<file path="config.mk">
export PLATFORM = sky130hd
export DESIGN_NAME = circle_rasterizer
export DESIGN_NICKNAME = d
export VERILOG_FILES = /design/src/hdl/crast_pkg.sv /design/src/hdl/circle_rasterizer.sv /design/src/hdl/crast_fifo.sv /design/src/hdl/crast_front.sv /design/src/hdl/crast_back.sv
export SDC_FILE = /design/constraint.sdc
export NUM_CORES = 1
export LEC_CHECK = 0
export BUFFER_PORTS_ARGS = -buffer_cell sky130_fd_sc_hd__buf_4
export CAP_MARGIN = 10
export CORE_ASPECT_RATIO = 1.1
export CORE_MARGIN = 4
export CORE_UTILIZATION = 61
export CTS_CLUSTER_DIAMETER = 50
export DETAILED_ROUTE_END_ITERATION = 10
export PLACE_DENSITY = 0.85
export SYNTH_ARGS = -nofsm -noshare
export SYNTH_HDL_FRONTEND = slang
export SYNTH_SLANG_ARGS = --single-unit
</file>
<file path="constraint.sdc">
create_clock -name i_clk -period 6.1 [get_ports i_clk]
set_input_delay 0.305 -clock i_clk [delete_from_list [all_inputs] [get_ports i_clk]]
set_output_delay 0.305 -clock i_clk [all_outputs]
set_load 0.1 [all_outputs]
</file>
<file path="src/hdl/crast_pkg.sv">
// ============================================================================
// crast_pkg
// Shared types and constants of the circle rasteriser.
// ============================================================================
package crast_pkg;

    localparam int COORD_BITS_DEF = 16;
    localparam int QUEUE_DEPTH    = 2;
    localparam int FIELD_BITS     = 16;
    localparam int RADIUS_BITS    = 15;
    localparam int OFFS_BITS      = 16;
    localparam int DEC_BITS       = 20;
    localparam int SLOTS          = 8;
    localparam int SLOT_BITS      = $clog2(SLOTS);

    localparam logic REQ_START = 1'b0;
    localparam logic REQ_STEP  = 1'b1;

    localparam logic [DEC_BITS-1:0] D_INIT      = DEC_BITS'(3);
    localparam logic [DEC_BITS-1:0] D_STEP_DIAG = DEC_BITS'(10);
    localparam logic [DEC_BITS-1:0] D_STEP_AXIS = DEC_BITS'(6);

    localparam logic [SLOTS-1:0] MASK_OUTLINE  = '1;
    localparam logic [SLOTS-1:0] MASK_FINISHED = SLOTS'(1);

    typedef struct packed {
        logic             fin;
        logic             fill;
        logic [SLOTS-1:0] mask;
    } t_grp_ctl;

    localparam int GRP_CTL_BITS = $bits(t_grp_ctl);

endpackage

</file>
<file path="src/hdl/circle_rasterizer.sv">
// ============================================================================
// circle_rasterizer
// Midpoint circle rasteriser: start and step items in, pixel spans out.
// ============================================================================
//  channel  | handshake   | fields
//  ---------+-------------+------------------------------------------------------------
//  request  | push / full | req_type, center_x, center_y, radius, pen_color, fill_mode
//  span     | empty / pop | span_x_start, span_x_end, span_y, span_color, finished, last
//
//  An item is taken while the two-entry group queue has room. With the back end idle
//  it passes the queue and the back end's command registers before its first span is
//  registered. Spans leave the single result register at one per cycle while it is
//  empty or popped: 8 spans per item in outline mode, 4 in fill mode (2 on the step
//  after a zero-radius start), 1 for finished. Reset is synchronous; it empties the
//  queue and the result register and clears the active flag. pop low holds the
//  result; full rises when two groups wait behind the one being expanded.
// ============================================================================
module circle_rasterizer
    import crast_pkg::*;
#(
    parameter int COORD_BITS = COORD_BITS_DEF
) (
    input  logic                   i_clk,
    input  logic                   i_rst_n,
    input  logic                   push,
    output logic                   full,
    input  logic                   i_req_type,
    input  logic [FIELD_BITS-1:0]  i_center_x,
    input  logic [FIELD_BITS-1:0]  i_center_y,
    input  logic [RADIUS_BITS-1:0] i_radius,
    input  logic [FIELD_BITS-1:0]  i_pen_color,
    input  logic                   i_fill_mode,
    output logic                   empty,
    input  logic                   pop,
    output logic [FIELD_BITS-1:0]  o_span_x_start,
    output logic [FIELD_BITS-1:0]  o_span_x_end,
    output logic [FIELD_BITS-1:0]  o_span_y,
    output logic [FIELD_BITS-1:0]  o_span_color,
    output logic                   o_finished,
    output logic                   o_last
);

    localparam int CMD_BITS = GRP_CTL_BITS + 4 * COORD_BITS + FIELD_BITS;

    t_grp_ctl              f_ctl, b_ctl;
    logic [COORD_BITS-1:0] f_cc, f_cr, f_dx, f_dy;
    logic [COORD_BITS-1:0] b_cc, b_cr, b_dx, b_dy;
    logic [FIELD_BITS-1:0] f_color, b_color;
    logic [CMD_BITS-1:0]   q_wdata, q_rdata;
    logic                  accept, q_valid, q_take;

    assign accept  = push && !full;
    assign q_wdata = {f_ctl, f_cc, f_cr, f_color, f_dx, f_dy};
    assign {b_ctl, b_cc, b_cr, b_color, b_dx, b_dy} = q_rdata;

    crast_front #(.COORD_BITS(COORD_BITS)) u_front (
        .i_clk       (i_clk),
        .i_rst_n     (i_rst_n),
        .i_valid     (accept),
        .i_req_type  (i_req_type),
        .i_center_x  (i_center_x),
        .i_center_y  (i_center_y),
        .i_radius    (i_radius),
        .i_pen_color (i_pen_color),
        .i_fill_mode (i_fill_mode),
        .o_ctl       (f_ctl),
        .o_cc        (f_cc),
        .o_cr        (f_cr),
        .o_color     (f_color),
        .o_dx        (f_dx),
        .o_dy        (f_dy)
    );

    crast_fifo #(.WIDTH(CMD_BITS), .DEPTH(QUEUE_DEPTH)) u_queue (
        .i_clk   (i_clk),
        .i_rst_n (i_rst_n),
        .i_wr    (accept),
        .i_wdata (q_wdata),
        .o_full  (full),
        .i_rd    (q_take),
        .o_rdata (q_rdata),
        .o_valid (q_valid)
    );

    crast_back #(.COORD_BITS(COORD_BITS)) u_back (
        .i_clk          (i_clk),
        .i_rst_n        (i_rst_n),
        .i_cmd_valid    (q_valid),
        .o_cmd_take     (q_take),
        .i_ctl          (b_ctl),
        .i_cc           (b_cc),
        .i_cr           (b_cr),
        .i_color        (b_color),
        .i_dx           (b_dx),
        .i_dy           (b_dy),
        .o_empty        (empty),
        .i_pop          (pop),
        .o_span_x_start (o_span_x_start),
        .o_span_x_end   (o_span_x_end),
        .o_span_y       (o_span_y),
        .o_span_color   (o_span_color),
        .o_finished     (o_finished),
        .o_last         (o_last)
    );

endmodule

</file>
<file path="src/hdl/crast_fifo.sv">
// ============================================================================
// crast_fifo
// Small register queue between the front and back ends.
// ============================================================================
module crast_fifo
    import crast_pkg::*;
#(
    parameter int WIDTH = 8,
    parameter int DEPTH = QUEUE_DEPTH
) (
    input  logic             i_clk,
    input  logic             i_rst_n,
    input  logic             i_wr,
    input  logic [WIDTH-1:0] i_wdata,
    output logic             o_full,
    input  logic             i_rd,
    output logic [WIDTH-1:0] o_rdata,
    output logic             o_valid
);

    localparam int PTR_BITS = (DEPTH > 1) ? $clog2(DEPTH) : 1;
    localparam int CNT_BITS = $clog2(DEPTH + 1);

    logic [WIDTH-1:0]    r_mem [DEPTH];
    logic [PTR_BITS-1:0] r_wp, n_wp;
    logic [PTR_BITS-1:0] r_rp, n_rp;
    logic [CNT_BITS-1:0] r_cnt, n_cnt;
    logic                do_wr, do_rd;

    assign o_full  = (r_cnt == CNT_BITS'(DEPTH));
    assign o_valid = (r_cnt != '0);
    assign o_rdata = r_mem[r_rp];
    assign do_wr   = i_wr && !o_full;
    assign do_rd   = i_rd && o_valid;

    always_comb begin
        n_wp  = r_wp;
        n_rp  = r_rp;
        n_cnt = r_cnt;
        if (do_wr) begin
            n_wp = (r_wp == PTR_BITS'(DEPTH - 1)) ? '0 : r_wp + 1'b1;
        end
        if (do_rd) begin
            n_rp = (r_rp == PTR_BITS'(DEPTH - 1)) ? '0 : r_rp + 1'b1;
        end
        if (do_wr && !do_rd) begin
            n_cnt = r_cnt + 1'b1;
        end else if (do_rd && !do_wr) begin
            n_cnt = r_cnt - 1'b1;
        end
    end

    always_ff @(posedge i_clk) begin
        if (!i_rst_n) begin
            r_wp  <= '0;
            r_rp  <= '0;
            r_cnt <= '0;
        end else begin
            r_wp  <= n_wp;
            r_rp  <= n_rp;
            r_cnt <= n_cnt;
        end
    end

    always_ff @(posedge i_clk) begin
        if (do_wr) begin
            r_mem[r_wp] <= i_wdata;
        end
    end

endmodule

</file>
<file path="src/hdl/crast_front.sv">
// ============================================================================
// crast_front
// Takes start and step items, keeps the circle state and issues one group
// command per item.
// ============================================================================
module crast_front
    import crast_pkg::*;
#(
    parameter int COORD_BITS = COORD_BITS_DEF
) (
    input  logic                   i_clk,
    input  logic                   i_rst_n,
    input  logic                   i_valid,
    input  logic                   i_req_type,
    input  logic [FIELD_BITS-1:0]  i_center_x,
    input  logic [FIELD_BITS-1:0]  i_center_y,
    input  logic [RADIUS_BITS-1:0] i_radius,
    input  logic [FIELD_BITS-1:0]  i_pen_color,
    input  logic                   i_fill_mode,
    output t_grp_ctl               o_ctl,
    output logic [COORD_BITS-1:0]  o_cc,
    output logic [COORD_BITS-1:0]  o_cr,
    output logic [FIELD_BITS-1:0]  o_color,
    output logic [COORD_BITS-1:0]  o_dx,
    output logic [COORD_BITS-1:0]  o_dy
);

    logic                        r_active;
    logic                        r_fill;
    logic [COORD_BITS-1:0]       r_cc;
    logic [COORD_BITS-1:0]       r_cr;
    logic [FIELD_BITS-1:0]       r_color;
    logic signed [OFFS_BITS-1:0] r_x, n_x;
    logic signed [OFFS_BITS-1:0] r_y, n_y;
    logic signed [DEC_BITS-1:0]  r_dec, n_dec;
    logic signed [DEC_BITS-1:0]  x_w, y_w;
    logic                        is_start, done;

    assign is_start = (i_req_type == REQ_START);
    assign done     = !r_active || (r_y < r_x);

    always_comb begin
        n_x = r_x + 1'b1;
        n_y = r_y;
        x_w = {{(DEC_BITS - OFFS_BITS){n_x[OFFS_BITS-1]}}, n_x};
        y_w = {{(DEC_BITS - OFFS_BITS){r_y[OFFS_BITS-1]}}, r_y};
        if (r_dec > 0) begin
            n_y   = r_y - 1'b1;
            y_w   = y_w - 1'b1;
            n_dec = r_dec + ((x_w - y_w) <<< 2) + D_STEP_DIAG;
        end else begin
            n_dec = r_dec + (x_w <<< 2) + D_STEP_AXIS;
        end
        if (is_start) begin
            n_x   = '0;
            n_y   = OFFS_BITS'(i_radius);
            n_dec = D_INIT - {{(DEC_BITS - RADIUS_BITS - 1){1'b0}}, i_radius, 1'b0};
        end
    end

    always_comb begin
        o_ctl.fin  = !is_start && done;
        o_ctl.fill = is_start ? i_fill_mode : r_fill;
        o_ctl.mask = MASK_OUTLINE;
        if (o_ctl.fin) begin
            o_ctl.mask = MASK_FINISHED;
        end else if (o_ctl.fill) begin
            o_ctl.mask = {4'b0000, !n_y[OFFS_BITS-1], !n_y[OFFS_BITS-1],
                          !n_x[OFFS_BITS-1], !n_x[OFFS_BITS-1]};
        end
        o_cc    = is_start ? i_center_x[COORD_BITS-1:0] : r_cc;
        o_cr    = is_start ? i_center_y[COORD_BITS-1:0] : r_cr;
        o_color = is_start ? i_pen_color : r_color;
        o_dx    = n_x[COORD_BITS-1:0];
        o_dy    = n_y[COORD_BITS-1:0];
    end

    always_ff @(posedge i_clk) begin
        if (!i_rst_n) begin
            r_active <= 1'b0;
        end else if (i_valid) begin
            r_active <= is_start || !done;
        end
    end

    always_ff @(posedge i_clk) begin
        if (i_valid && is_start) begin
            r_fill  <= i_fill_mode;
            r_cc    <= i_center_x[COORD_BITS-1:0];
            r_cr    <= i_center_y[COORD_BITS-1:0];
            r_color <= i_pen_color;
        end
        if (i_valid && (is_start || !done)) begin
            r_x   <= n_x;
            r_y   <= n_y;
            r_dec <= n_dec;
        end
    end

endmodule

</file>
<file path="src/hdl/crast_back.sv">
// ============================================================================
// crast_back
// Expands one group command into its spans in the result register, one per
// cycle while that register is empty or popped.
// ============================================================================
module crast_back
    import crast_pkg::*;
#(
    parameter int COORD_BITS = COORD_BITS_DEF
) (
    input  logic                  i_clk,
    input  logic                  i_rst_n,
    input  logic                  i_cmd_valid,
    output logic                  o_cmd_take,
    input  t_grp_ctl              i_ctl,
    input  logic [COORD_BITS-1:0] i_cc,
    input  logic [COORD_BITS-1:0] i_cr,
    input  logic [FIELD_BITS-1:0] i_color,
    input  logic [COORD_BITS-1:0] i_dx,
    input  logic [COORD_BITS-1:0] i_dy,
    output logic                  o_empty,
    input  logic                  i_pop,
    output logic [FIELD_BITS-1:0] o_span_x_start,
    output logic [FIELD_BITS-1:0] o_span_x_end,
    output logic [FIELD_BITS-1:0] o_span_y,
    output logic [FIELD_BITS-1:0] o_span_color,
    output logic                  o_finished,
    output logic                  o_last
);

    logic [SLOTS-1:0]      r_mask;
    logic                  r_fin, r_fill;
    logic [COORD_BITS-1:0] r_cc, r_cr, r_dx, r_dy;
    logic [FIELD_BITS-1:0] r_color;
    logic                  r_out_valid;

    logic [SLOTS-1:0]      pick, mask_after;
    logic [SLOT_BITS-1:0]  idx;
    logic                  advance, emit;
    logic [COORD_BITS-1:0] u, v, xs, xe, yy;

    assign advance    = !r_out_valid || i_pop;
    assign emit       = advance && (r_mask != '0);
    assign pick       = r_mask & (~r_mask + 1'b1);
    assign mask_after = r_mask & ~pick;
    assign o_cmd_take = i_cmd_valid && ((r_mask == '0) || (emit && (mask_after == '0)));
    assign o_empty    = !r_out_valid;

    always_comb begin
        idx = '0;
        for (int i = SLOTS - 1; i >= 0; i--) begin
            if (r_mask[i]) begin
                idx = SLOT_BITS'(i);
            end
        end
    end

    // fill: slot bit 1 swaps axes, bit 0 mirrors the row
    // outline: bit 2 swaps axes, bit 0 mirrors the column, bit 1 the row
    always_comb begin
        if (r_fill) begin
            u  = idx[1] ? r_dy : r_dx;
            v  = idx[1] ? r_dx : r_dy;
            xs = r_cc - u;
            xe = r_cc + u;
            yy = idx[0] ? r_cr - v : r_cr + v;
        end else begin
            u  = idx[2] ? r_dy : r_dx;
            v  = idx[2] ? r_dx : r_dy;
            xs = idx[0] ? r_cc - u : r_cc + u;
            xe = xs;
            yy = idx[1] ? r_cr - v : r_cr + v;
        end
    end

    always_ff @(posedge i_clk) begin
        if (!i_rst_n) begin
            r_mask      <= '0;
            r_out_valid <= 1'b0;
        end else begin
            if (o_cmd_take) begin
                r_mask <= i_ctl.mask;
            end else if (emit) begin
                r_mask <= mask_after;
            end
            if (advance) begin
                r_out_valid <= emit;
            end
        end
    end

    always_ff @(posedge i_clk) begin
        if (o_cmd_take) begin
            r_fin   <= i_ctl.fin;
            r_fill  <= i_ctl.fill;
            r_cc    <= i_cc;
            r_cr    <= i_cr;
            r_color <= i_color;
            r_dx    <= i_dx;
            r_dy    <= i_dy;
        end
        if (emit) begin
            o_finished     <= r_fin;
            o_last         <= (mask_after == '0);
            o_span_x_start <= r_fin ? '0 : FIELD_BITS'(xs);
            o_span_x_end   <= r_fin ? '0 : FIELD_BITS'(xe);
            o_span_y       <= r_fin ? '0 : FIELD_BITS'(yy);
            o_span_color   <= r_fin ? '0 : r_color;
        end
    end

endmodule

</file>
Yosys cells after proc, flatten, opt, wreduce, memory -nomap -nowiden. Memory sizes are Yosys's and may differ from the RTL's. A register that Yosys moved wholly into a read port is not among the register bits. Cells that the tools add are included.

Memory bits (writable): 180. Register bits: 263. Word-level logic and storage cells: 125. Input port bits: 69. Memories kept: 1. Output and inout port bits: 68.

Memories: u_queue.r_mem (depth 2, bits a word 90, rd ports 1, clocked after memory_dff 1, wr ports 1, line crast_fifo.sv:24) `logic [WIDTH-1:0] r_mem [DEPTH];`.

Order comparisons: 2. Equal/unequal tests: 1. Reduce and logical (&&, ||, !) cells: 29. Multiplexer cells: 39. $add $sub $neg: 22. Bitwise operators: 5.

Operators with widths (number): 2-to-1 mux 16 bit (16); adder 16 bit (4); subtractor 16 bit (4); adder 20 bit (2); 2-to-1 mux 20 bit (2); 2-to-1 mux 8 bit (4); 2-to-1 mux 3 bit (8); adder 20 x 3 -> 20 bit, second input constant (1); adder 20 x 4 -> 20 bit, second input constant (1); greater-than comparator 20 x 1 -> 1 bit, second input constant (1); subtractor 16 x 17 -> 18 bit (1); subtractor 16 x 2 -> 17 bit, second input constant (1); subtractor 2 x 16 -> 17 bit, first input constant (1); adder 16 x 1 -> 16 bit, second input constant (1); bitwise AND 8 bit (2); logical NOT 8 bit (2); less-than comparator 16 bit (1); inverter 8 bit (2); subtractor 16 x 1 -> 16 bit, second input constant (1); logical AND 1 bit (11); adder 8 x 1 -> 8 bit, second input constant (1); logical NOT 1 bit (8); nonzero test 8 bit (1); 2-to-1 mux 1 bit (7); other kinds (8) (15).

Depth between registers and ports, before layout.
Depth in word-level cells: 13. Depth in mapped cells: 24. Gate-level depth less buffers: 24.

Cells and area by module. A second synthesis with hierarchy kept.

Cells, all modules: 2161. Area total of the unflattened synthesis: 25439.4 um^2.

Modules (own cells, without submodules): crast_back (seq. area each 4594.4 um^2, cells each 1061, times used 1, area an instance 10395.0 um^2); crast_front (seq. area each 3022.9 um^2, cells each 794, times used 1, area an instance 8303.0 um^2); crast_fifo (seq. area each 5505.3 um^2, cells each 305, times used 1, area an instance 6727.7 um^2); circle_rasterizer (seq. area each 0.0 um^2, cells each 1, times used 1, area an instance 13.8 um^2).

Worst setup path after synthesis. Ideal clock, no wire load.

Kind: flip-flop to flip-flop. Start: reg u_queue.r_cnt[0]. End: mem u_queue.r_mem[0][0] (netlist name), enable pin. Setup time: 0.533 ns. Setup slack: 0.800 ns. Buffers on the path: 0. Stages on the path, launching flop included: 4. Data arrival time: 4.767 ns. Data required time: 5.567 ns. Clock period less this slack: 5.300 ns. Cells stage by stage: dfxtp_1 > nor2b_1 > nand2b_1 > nor2_1.

Cells in the longest elaborated chain, start to end: 6.

Ends and longest elaborated chain: start, declared (line crast_fifo.sv:27) `logic [CNT_BITS-1:0] r_cnt, n_cnt;`; start signal, assigned (line crast_fifo.sv:61) `r_cnt <= n_cnt;`; == test 2 bit (*) (line crast_fifo.sv:30) `assign o_full = (r_cnt == CNT_BITS'(DEPTH));`; named net full (line circle_rasterizer.sv:26) `output logic full,`; logical NOT 1 bit (*) (line circle_rasterizer.sv:52, crast_fifo.sv:33); logical AND 1 bit (line circle_rasterizer.sv:52) `assign accept = push && !full;`; logical AND 1 bit (*) (line crast_fifo.sv:33) `assign do_wr = i_wr && !o_full;`; 2-to-1 mux 1 bit (*) (line crast_fifo.sv:66) `if (do_wr) begin`; 2-to-1 mux 1 bit (not written as such) (*) (line crast_fifo.sv:67) `r_mem[r_wp] <= i_wdata;`; end, declared (line crast_fifo.sv:24).

The timed path passes the listed nets; every way through them passes the cells marked *.

Final worst setup path.
Start: reg u_front.r_x[0]. End: reg u_front.r_dec[19], data pin.

Cells in the longest elaborated chain, start to end: 6. Elaborated cells between the ends (all ways): 8. Classes of those cells: add/sub (6); mux (2).

Ends and longest elaborated chain: start, declared (line crast_front.sv:33) `logic signed [OFFS_BITS-1:0] r_x, n_x;`; start signal, assigned (line crast_front.sv:94) `r_x <= n_x;`; adder 16 x 1 -> 16 bit (*) (line crast_front.sv:43) `n_x = r_x + 1'b1;`; subtractor 16 x 17 -> 18 bit (line crast_front.sv:50) `n_dec = r_dec + ((x_w - y_w) <<< 2) + D_STEP_DIAG;`; adder 20 bit (line crast_front.sv:50); adder 20 x 4 -> 20 bit (line crast_front.sv:50); 2-to-1 mux 20 bit (*) (line crast_front.sv:47) `if (r_dec > 0) begin`; 2-to-1 mux 20 bit (*) (line crast_front.sv:54) `if (is_start) begin`; named net u_front.n_dec[19] (line crast_front.sv:35) `logic signed [DEC_BITS-1:0] r_dec, n_dec;`; end signal, assigned (line crast_front.sv:96) `r_dec <= n_dec;`; end, declared (line crast_front.sv:35).

Marked as above. A chain may end at the register's enable or synchronous reset.

==> metrics <==
status=complete, no violations; Final ANT Viol Nets=0; Seq/Total Area, Yosys=51.97%; CP required=6.44 ns; grt ovf=0; worst hold-check path type=input port to flip-flop; Wirelength per Cell=20.19 um; crit path kind=flip-flop to flip-flop; Inserted Clock Buffers=47; initial antenna violation count=0; 1st-iter DRT viols=1171; die height=219.4 um; Biggest register=u_queue.r_mem; Port-buffer cells=136; DR pass1 iterations=9; CP Capture Type=flip-flop; Longest Clk Path Bufs=3; Clock transition at path regs=0.06 ns; Placement Setup Slack=0.6844 ns; Distinct cells, synth=66; Worst R2R Setup Slack=0.61 ns; vias per cell=roughly 6; Final Hold Viols=0; total global routing track utilization=25.82%; TritonCTS clock tree=done; die span in x=200.2 um; top flop regs=u_queue.r_mem (172), u_front.r_dec (19); DRT Wirelength=57850 um; H-tree levels=2; Slew Limit Fails=0; Worst EP arrival=5.83 ns; syn avg cell area=11.55 um^2; setup_tns=0 ns; pin count of the biggest net entering global routing=68; Die Area=43930 um^2; postcts setup bufs=0; cts hold-fix bufs=49; FP Rows=77; max frequency=182.2 MHz; Post-synth ARST share=0%; Setup Viol. Count Final=0; drt drc=0; Core ar.=40170 um^2; Layout Utilization=70.69%; hpwl dp=39990 um; Tmin final=between 5 and 6 ns; Slew HR=20.31%; Post-synth top cells=edfxtp_1, ha_1, nor2_1, nand2_1, a21oi_1; clk_lat worst skew=0.60 ns; max FFs per register=between 150 and 200; nets@finish=2577; max-cap viol count=0; DR vias=17.28k; I/O pin total=between 100 and 150; diode count=0; Setup Skew=0.02630 ns; dominant cell type by area after synthesis=edfxtp_1; critical path launch point type=flip-flop; Worst Tran Pin Value=approximately 1.2 ns; vias in the first global route=17.28k; starting density of the core=approximately three fifths; Cell Area, Synth=24790 um^2; Post-CTS Resized=0; CP Max Fanout=8; setup ws final=0.6114 ns; fill count=2726; largest cells by area after synthesis=edfxtp_1, ha_1, mux2_2; number of flops mapped to enable cells by yosys=419; most common cell in the synthesized netlist=edfxtp_1; worst hold margin=approximately 0.025 ns; Synth Flop Type=edfxtp_1; Layout area overhead=14.57%; first-pass GRT wire length=91420 um; Sink Count=434; share of cells above drive strength 1=16.45%; share of the synthesized area in the top cell type=roughly half; Ys Warns=0; GPL Wtd Cong=0.9415; Net Count, Synth=2406; Synth Instances=2147; Synth Register Bits=434; Root Buffer=clkbuf_16; RSZ-0062 raised after global routing=no; period utilization=89.98%
==> worst paths after layout <==
check	depth (start not counted)	to	start
min	2	u_front.r_dec[1]$_DFFE_PP_	i_radius[0]
max reg2reg	20	u_front.r_dec[19]$_DFFE_PP_	u_front.r_x[0]$_DFFE_PP_
max	20	u_front.r_dec[19]$_DFFE_PP_	u_front.r_x[0]$_DFFE_PP_
min reg2reg	1	u_back.o_span_color[6]$_SDFFCE_PP0P_	u_back.r_color[6]$_DFFE_PP_
==> routing by layer <==
metal	GRT usage, %	part of all wire [%]
met5	0	0
met4	9.410	3.7
met3	4.079	5.4
met2	45.49	50
met1	32.63	40
==> layout by cell type (no fill, tap or decap), types with 6 or more instances in the layout <==
master / n
dfxtp_1: 14
nor2b_1: 36
dlygate4sd3_1: 49
a21oi_1: 140
o21ai_0: 81
o31a_1: 6
xor2_1: 57
o211ai_1: 6
clkinv_8: 6
ha_1: 183
o41ai_1: 6
nor3_1: 52
or3_1: 20
nand3_1: 35
o21a_1: 22
nand2_1: 154
xnor2_1: 119
mux2i_1: 57
or2_2: 6
buf_4: 155
a21o_1: 22
o31ai_1: 16
and2_1: 31
edfxtp_1: 419
a31oi_1: 15
nand4_1: 6
clkbuf_16: 47
o21bai_1: 9
inv_1: 108
fa_1: 7
nor2_1: 177
nand2b_1: 11
clkinvlp_4: 6
a21boi_0: 7
a211oi_1: 19
and3_1: 11
mux2_2: 135
nor4_1: 16
==> critical path: stages (launching register included) <==
cell	delay, ns
edfxtp_1	0.52
ha_1	0.33
xor2_1	0.25
ha_1	0.30
ha_1	0.30
a21o_1	0.17
a21o_1	0.20
a21oi_1	0.21
o21ai_0	0.20
a211oi_1	0.31
xnor2_1	0.17
ha_1	0.25
ha_1	0.35
nand2_1	0.09
nor4_1	0.39
nor4_1	0.13
o31ai_1	0.40
a31oi_1	0.17
xnor3_1	0.29
mux2i_1	0.06
a21o_1	0.18
==> through the flow <==
stage	std cells	area (um^2)
floorplan	2147	24790
global placement	2733	26320
detailed placement	2733	26320
CTS	2865	28400
global route	2865	28400
finish	2865	28400
==> logic make-up (layout without fill, tap and decap cells) <==
logic type	Yosys count	after routing	share of synthesized area [%]
DFF	434	434	51.97
muxes	193	193	8.495
buffers and inverters	191	396	2.963
xor gates and xnor gates	177	177	6.310
and+or+nand+nor	578	578	10.89
AOI/OAI and AO/OA	384	384	9.571
adders and majority gates	190	190	9.803
==> area by class of cell <==
| type | instances | area [um^2] | share of cell area, % |
|---|---|---|---|
| Inverter | 109 | 410.4 | 1.445 |
| Clock inverter | 27 | 344.1 | 1.212 |
| Multi-Input combinational cell | 1522 | 11210 | 39.48 |
| Tap cell | 513 | 641.9 | 2.260 |
| Sequential cell | 434 | 12890 | 45.37 |
| Clock buffer | 56 | 1250 | 4.401 |
| Timing Repair Buffer | 204 | 1654 | 5.824 |
Power is not shown: default switching activity piles up to over one toggle a cycle in this logic, so the estimate is an artifact.
